--- config.mk ---
export PLATFORM = sky130hd
export DESIGN_NAME = sard_ctrl
export DESIGN_NICKNAME = d
export VERILOG_FILES = /design/src/sard_pkg.sv /design/src/sard_ctrl.sv
export VERILOG_INCLUDE_DIRS = /design/src /design/src/src
export SDC_FILE = /design/constraint.sdc
export NUM_CORES = 1
export LEC_CHECK = 0
export ABC_CLOCK_PERIOD_IN_PS = 1000
export BUFFER_PORTS_ARGS = -buffer_cell sky130_fd_sc_hd__buf_2
export CAP_MARGIN = 20
export CORE_AREA = 2 2 39 41
export DETAILED_ROUTE_END_ITERATION = 6
export DIE_AREA = 0 0 41 43
export GPL_TIMING_DRIVEN = 0
export HOLD_SLACK_MARGIN = 0.1
export PLACE_DENSITY = 0.4
export SKIP_CTS_REPAIR_TIMING = 1
export SLEW_MARGIN = 20
export SYNTH_ARGS = -nofsm -noshare
export SYNTH_HDL_FRONTEND = slang
export SYNTH_SLANG_ARGS = --single-unit
--- constraint.sdc ---
create_clock -name clock -period 1 [get_ports clock]
set_input_delay 0.1 -clock clock [delete_from_list [all_inputs] [get_ports clock]]
set_output_delay 0.1 -clock clock [all_outputs]
set_load 0.02 [all_outputs]
--- src/slot_allocator_with_reuse_delay_assert.svh ---
// Assertion macros shared by the slot allocator RTL.
// No dependencies; included by the modules that carry assertions.
`ifndef SLOT_ALLOCATOR_WITH_REUSE_DELAY_ASSERT_SVH
`define SLOT_ALLOCATOR_WITH_REUSE_DELAY_ASSERT_SVH

// Condition holds at every clock edge outside reset.
`define SARD_ASSERT_ALWAYS(label, clk, rst, cond, msg) \
   label: assert property (@(posedge clk) disable iff (rst) (cond)) else $error(msg);

// Consequent holds in the same cycle as the antecedent.
`define SARD_ASSERT_IMPL(label, clk, rst, ante, cons, msg) \
   label: assert property (@(posedge clk) disable iff (rst) (ante) |-> (cons)) \
      else $error(msg);

// Consequent holds in the cycle after the antecedent.
`define SARD_ASSERT_NEXT(label, clk, rst, ante, cons, msg) \
   label: assert property (@(posedge clk) disable iff (rst) (ante) |=> (cons)) \
      else $error(msg);

`endif

--- src/sard_pkg.sv ---
// Package for the slot allocator: sizes, codes, state and handshake types.
// No dependencies; used by every module of the block.
package sard_pkg;

   localparam int MAX_ENTITIES = 1024;
   localparam int SLOT_W       = 10;
   localparam int MARK_W       = 11;
   localparam int TIME_W       = 32;
   localparam int ENTRY_W      = TIME_W + 1;
   localparam int CS_W         = 8;
   localparam int CFG_W        = 16;
   localparam int CSR_IDX_W    = 2;

   localparam logic ACT_ALLOC = 1'b0;
   localparam logic ACT_FREE  = 1'b1;

   localparam logic [CSR_IDX_W-1:0] CSR_CLIENT_SLOTS  = 2'd0;
   localparam logic [CSR_IDX_W-1:0] CSR_STARTUP_GRACE = 2'd1;
   localparam logic [CSR_IDX_W-1:0] CSR_REUSE_DELAY   = 2'd2;

   localparam logic [CS_W-1:0]  CLIENT_SLOTS_RST  = 8'd1;
   localparam logic [CFG_W-1:0] STARTUP_GRACE_RST = 16'd2000;
   localparam logic [CFG_W-1:0] REUSE_DELAY_RST   = 16'd500;

   typedef enum logic [1:0] {
      ST_OK     = 2'd0,
      ST_FULL   = 2'd1,
      ST_BEYOND = 2'd2
   } status_type;

   typedef enum logic [1:0] {
      S_IDLE,
      S_FREE,
      S_SCAN
   } state_type;

   typedef struct packed {
      logic load;
      logic scan;
      logic free_commit;
      logic alloc_commit;
   } cmd_type;

   typedef struct packed {
      logic hit;
      logic done;
   } stat_type;

endpackage

--- src/sard_ctrl.sv ---
// Controller state machine for the slot allocator: sequences free and scan.
// Depends on sard_pkg and the assertion macro header.
`include "slot_allocator_with_reuse_delay_assert.svh"

module sard_ctrl (
   input  logic               clock,
   input  logic               reset,
   input  logic               start,
   input  logic               req_action,
   input  sard_pkg::stat_type stat,
   output sard_pkg::cmd_type  cmd,
   output logic               busy
);
   import sard_pkg::*;

   state_type state_ff;
   state_type state_in;

   always_ff @(posedge clock) begin
      if (reset) begin
         state_ff <= S_IDLE;
      end else begin
         state_ff <= state_in;
      end
   end

   // next state
   always_comb begin
      state_in = state_ff;
      case (state_ff)
         S_IDLE: begin
            if (start) begin
               state_in = (req_action == ACT_FREE) ? S_FREE : S_SCAN;
            end
         end
         S_FREE: begin
            state_in = S_IDLE;
         end
         S_SCAN: begin
            if (stat.hit || stat.done) begin
               state_in = S_IDLE;
            end
         end
         default: begin
            state_in = S_IDLE;
         end
      endcase
   end

   // outputs
   always_comb begin
      cmd  = '0;
      busy = 1'b1;
      case (state_ff)
         S_IDLE: begin
            busy     = 1'b0;
            cmd.load = start;
         end
         S_FREE: begin
            cmd.free_commit = 1'b1;
         end
         S_SCAN: begin
            cmd.scan         = 1'b1;
            cmd.alloc_commit = stat.hit || stat.done;
         end
         default: begin
            busy = 1'b1;
         end
      endcase
   end

   `SARD_ASSERT_NEXT(a_free_one_cycle, clock, reset, state_ff == S_FREE, state_ff == S_IDLE, "free did not finish in one cycle")
   `SARD_ASSERT_NEXT(a_accept_goes_busy, clock, reset, start && !busy, busy, "accepted item did not raise busy")
   `SARD_ASSERT_IMPL(a_hit_only_scanning, clock, reset, stat.hit, state_ff == S_SCAN, "hit reported outside a scan")

endmodule

Yosys cells after proc, flatten, opt, wreduce, memory -nomap -nowiden
Index checks and enable logic that the tools add are counted.

Flip-flop bits (word level): 2. Logic and storage cells: 17.

Equality and inequality tests: 4. Multiplexer cells: 9. Reduce and logical (&&, ||, !) cells: 3.

Operators with widths (count): $mux 2 (3); $mux 1 (5); $ne 2x2->1 const B (2); $pmux 2 s2 (1); $eq 2x1->1 const B (1); $eq 2x2->1 const B (1); $logic_not 2->1 (1); $reduce_and 2->1 (1); $logic_or 1x1->1 (1).

Depth between registers and ports, before layout
Word-level depth: 3. Mapped depth: 2.

Worst setup path after synthesis
OpenSTA, ideal clock, no wires.

Path kind: register -> register. From: reg state_ff[1]. To: reg state_ff[0]. Arrival time: 1.133 ns. Slack: -0.195 ns. Stages on the path, launching flop included: 3. Period minus slack after synthesis: 1.195 ns. Cell sequence: dfxtp_1 nor3b_1 and3b_1.

Cells in the longest elaborated chain, start to end: 3. Elaborated cells on any way between the ends: 6. Those cells by class: eq/ne (3); mux (1); reduce/logical (2).

RTL lines: start, declared (line sard_ctrl.sv:16) `state_type state_ff;`; start signal, assigned (line sard_ctrl.sv:23) `state_ff <= state_in;`; $eq 2x2->1 or $logic_not 2->1 (tied branches) (line sard_ctrl.sv:30) `case (state_ff)`; $ne 2x2->1 (no line); $reduce_and 2->1 (no line).

Parallel ways exist; a longest one is shown, timed or not. A chain may end at the register's enable or synchronous reset.

==> results_tabular.tex <==
\begin{tabular}{lr}
\hline
Metric & Value \\
\hline
\multicolumn{2}{l}{\textbf{STA}} \\
Final number of max-transition violations & 0 \\
Slew at the pin closest to its max-slew limit & between 0.15 and 0.2 ns \\
Final critical-path setup slack & -0.07019 ns \\
Total setup violations reported at the end of the flow & 5 \\
Final hold violation count & 0 \\
Max Clock Skew & roughly 0.0052 ns \\
Minimum clock period after layout & about 1.1 ns \\
Unrepaired setup endpoints after global routing & yes \\
Slew headroom & approximately nine tenths \\
Portion of the clock cycle consumed by the worst path in the final layout & 107.0\% \\
Maximum clock frequency & about 930 MHz \\
\multicolumn{2}{l}{\textbf{CTS}} \\
TritonCTS clock tree & done \\
TritonCTS Buffers & 3 \\
Buffer depth of the longest clock path & 2 \\
Clock H-tree levels & 1 \\
Clock transition at the registers of the reported paths & 0.03 ns \\
Clock insertion delay at the later pin of the skew report & between 0.2 and 0.25 ns \\
Clock tree root buffer cell & clkbuf\_4 \\
Num Clock Sinks & 2 \\
\multicolumn{2}{l}{\textbf{Global route}} \\
Met3 Use GR & under 10\% \\
Overall global routing resource usage & roughly 6\% \\
Met1 routing resource usage after global routing & 6.709\% \\
Initial antenna violation count & 0 \\
GRT Residual Overflow & 0 \\
Met2 Use GR & $\sim$5.3\% \\
Grt peak-use layer & met4 \\
First-pass GRT wire length & approximately 600 um \\
Vias in the first global route & 139 \\
Pin count of the biggest net entering global routing & 7 \\
\multicolumn{2}{l}{\textbf{Placed design}} \\
Port Buffer Count & 10 \\
DPL Wire Length & approximately 290 um \\
Routability-driven placement congestion ratio & 0.5636 \\
DP Area & slightly below 200 um2 \\
Placement Setup Slack & -0.03866 ns \\
\multicolumn{2}{l}{\textbf{Floorplanning}} \\
FP Rows & 14 \\
Initial Utilization & between 8 and 9\% \\
I/O pins & 11 \\
Overall die area & roughly 1800 um2 \\
Y dimension of the die & 43 um \\
Chip Width & roughly 41 um \\
Core ar. & 1384 um2 \\
\multicolumn{2}{l}{\textbf{Setup path}} \\
Crit end category & output pin \\
Cell with the biggest individual delay on the critical path & dfxtp\_4 \\
CP startpoint kind & register \\
Worst reg2reg setup slack & -0.03 ns \\
Biggest cell delay along the critical path & approximately 0.36 ns \\
Crit Reg-Reg Endpoint & state\_ff[1]\$\_SDFFE\_PP0P\_ \\
Critical Path AT & approximately 0.97 ns \\
Worst reg-to-reg path cell count & 2 \\
Worst EP required & around 0.9 ns \\
R2r startpoint & state\_ff[1]\$\_SDFFE\_PP0P\_ \\
Largest fanout on the critical path & 6 \\
Cells along the critical path & nor2b\_4 -> o21a\_1 -> buf\_6 \\
Type of the worst setup path & reg2out \\
Launching instance or port of the critical path & state\_ff[1]\$\_SDFFE\_PP0P\_ \\
\multicolumn{2}{l}{\textbf{Flow run}} \\
Max-capacitance violation count & 0 \\
\multicolumn{2}{l}{\textbf{Synthesis}} \\
Commonest cells in the synthesized netlist & dfxtp\_1 (2), or3b\_1 (2) \\
Gate Count Post-Synth & 11 \\
Number of enable-type register cells in the synthesized netlist & 0 \\
Post-Synthesis Cell Area & 115.1 um2 \\
Synthesized flop and latch total & 2 \\
Leading post-synthesis cells by cell area & dfxtp\_1 (35\%), or3b\_1 (15\%), a211oi\_2 (11\%) \\
Mapped Nets & 17 \\
Synthesized area per cell & roughly 10 um2 \\
Share of the synthesized area in the top cell type & between 30\% and 40\% \\
Unique masters post-synth & 9 \\
Proportion of register bits with asynchronous set or reset after synthesis & 0\% \\
Warnings from Yosys & 0 \\
Top cell type by total area after synthesis & dfxtp\_1 \\
Share of the yosys chip area belonging to registers & approximately a third \\
Primary flip-flop cell chosen by synthesis mapping & dfxtp\_1 \\
\multicolumn{2}{l}{\textbf{Hold path}} \\
Worst Hold Path EP & state\_ff[0]\$\_SDFFE\_PP0P\_ \\
Classification of the worst-slack hold path & in2reg \\
Worst hold start & req\_action \\
Worst hold stages & 2 \\
\multicolumn{2}{l}{\textbf{Power and ir drop}} \\
Leakage component of the power & 0.0001205 uW \\
Power density over cell area & about 1300 nW/um2 \\
Largest vdd supply drop & about 0.00046 V \\
\multicolumn{2}{l}{\textbf{Finish}} \\
Final-layout fill cell count & around 160 \\
Relative area change from synthesis to final layout & 127.2\% \\
Registers with the most flip-flops & state\_ff x2 \\
Proportion of layout cells with a drive suffix above 1 & 80.00\% \\
Net total in the final layout & 33 \\
Number of flip-flops under the largest register name & 2 \\
Antenna Diode Count & 0 \\
Reg with most FFs & state\_ff \\
Post-route cell area & around 260 um2 \\
\multicolumn{2}{l}{\textbf{Drt}} \\
DR DRC count & 0 \\
Final Routed Wirelength & 377 um \\
Wire per inst & 9.195 um \\
Post-route ant nets & 0 \\
Iteration-0 DRC count of the detailed router & 2 \\
Ratio of routed vias to standard cells & 3.463 \\
Detailed-route via count & between 100 and 150 \\
Number of detailed-routing iterations run before antenna repair & 2 \\
\multicolumn{2}{l}{\textbf{Outcome}} \\
Violations in the final reports & negative setup slack \\
Status & finished with violations \\
\hline
\end{tabular}
## report_power, final
group	leakage, uW	switching [uW]	internal [uW]
clock network	0.0000138	55.2	133
registers	0.0000178	6.38	81.6
logic	0.0000889	31.0	43.0
total	0.000121	92.6	258
## per-stage QoR
step                      hold slack, ns  utilization [%]  power [uW]  setup TNS [ns]  instances
final                             0.1239            18.90       350.4         -0.2579         41
after global routing              0.1320            18.90       383.4         -0.4715         41
after CTS                        0.03278            15.91       351.7         -0.7388         40
after detailed placement          0.2775            14.29       150.5        -0.03866         37
after global placement            0.2746            14.29       149.9       -0.005348         37
after floorplan                   0.1646                -       125.5               0         11
## worst max-delay path, delay by kind of cell, from the launching register on
family	cells	cell delay, ns
AO/OA/AOI/OAI	1	0.13
buffers and inverters	1	0.11
flip-flops	1	0.36
AND/OR/NAND/NOR	1	0.14
## final cells by class
class | instances | area, um2 | area share, %
Sequential cell | 2 | 47.55 | 18.18
Multi-Input combinational cell | 9 | 90.09 | 34.45
Timing Repair Buffer | 11 | 81.33 | 31.10
Clock buffer | 3 | 22.52 | 8.612
Tap cell | 16 | 20.02 | 7.655
## cells in the final DEF (no fill, tap or decap)
cell type,netlist,layout
a211oi_2,1,1
o21a_1,1,1
and3b_1,1,1
buf_4,0,1
or3b_1,2,2
clkbuf_4,0,3
or2_4,0,1
and2b_2,1,1
nor2b_4,0,1
nor3b_2,0,1
buf_6,0,3
buf_2,0,6
dlygate4sd3_1,0,1
dfxtp_4,0,2
## worst max path at each step
stage	to	slack [ns]	cells past startpoint
3_5_place_dp	state_ff[1]$_SDFFE_PP0P_	-0.04	2
5_1_grt	cmd[0]	-0.12	3
6_report	cmd[0]	-0.07	3
4_1_cts	cmd[0]	-0.18	3
2_1_floorplan	state_ff[0]$_SDFFE_PP0P_	0.02	2
3_3_place_gp	state_ff[1]$_SDFFE_PP0P_	-0.005	2
## per-layer routing
metal	wire [um]	share of wire, %
met1	170	45
met2	127	34
met3	59	16
met4	21	5.6
met5	0	0
## logic make-up after synthesis
kind of cell	synth area share [%]
AOI/OAI and AO/OA	17.39
DFF	34.78
and+or+nand+nor	47.84
Power figures use the tool's default switching activity.
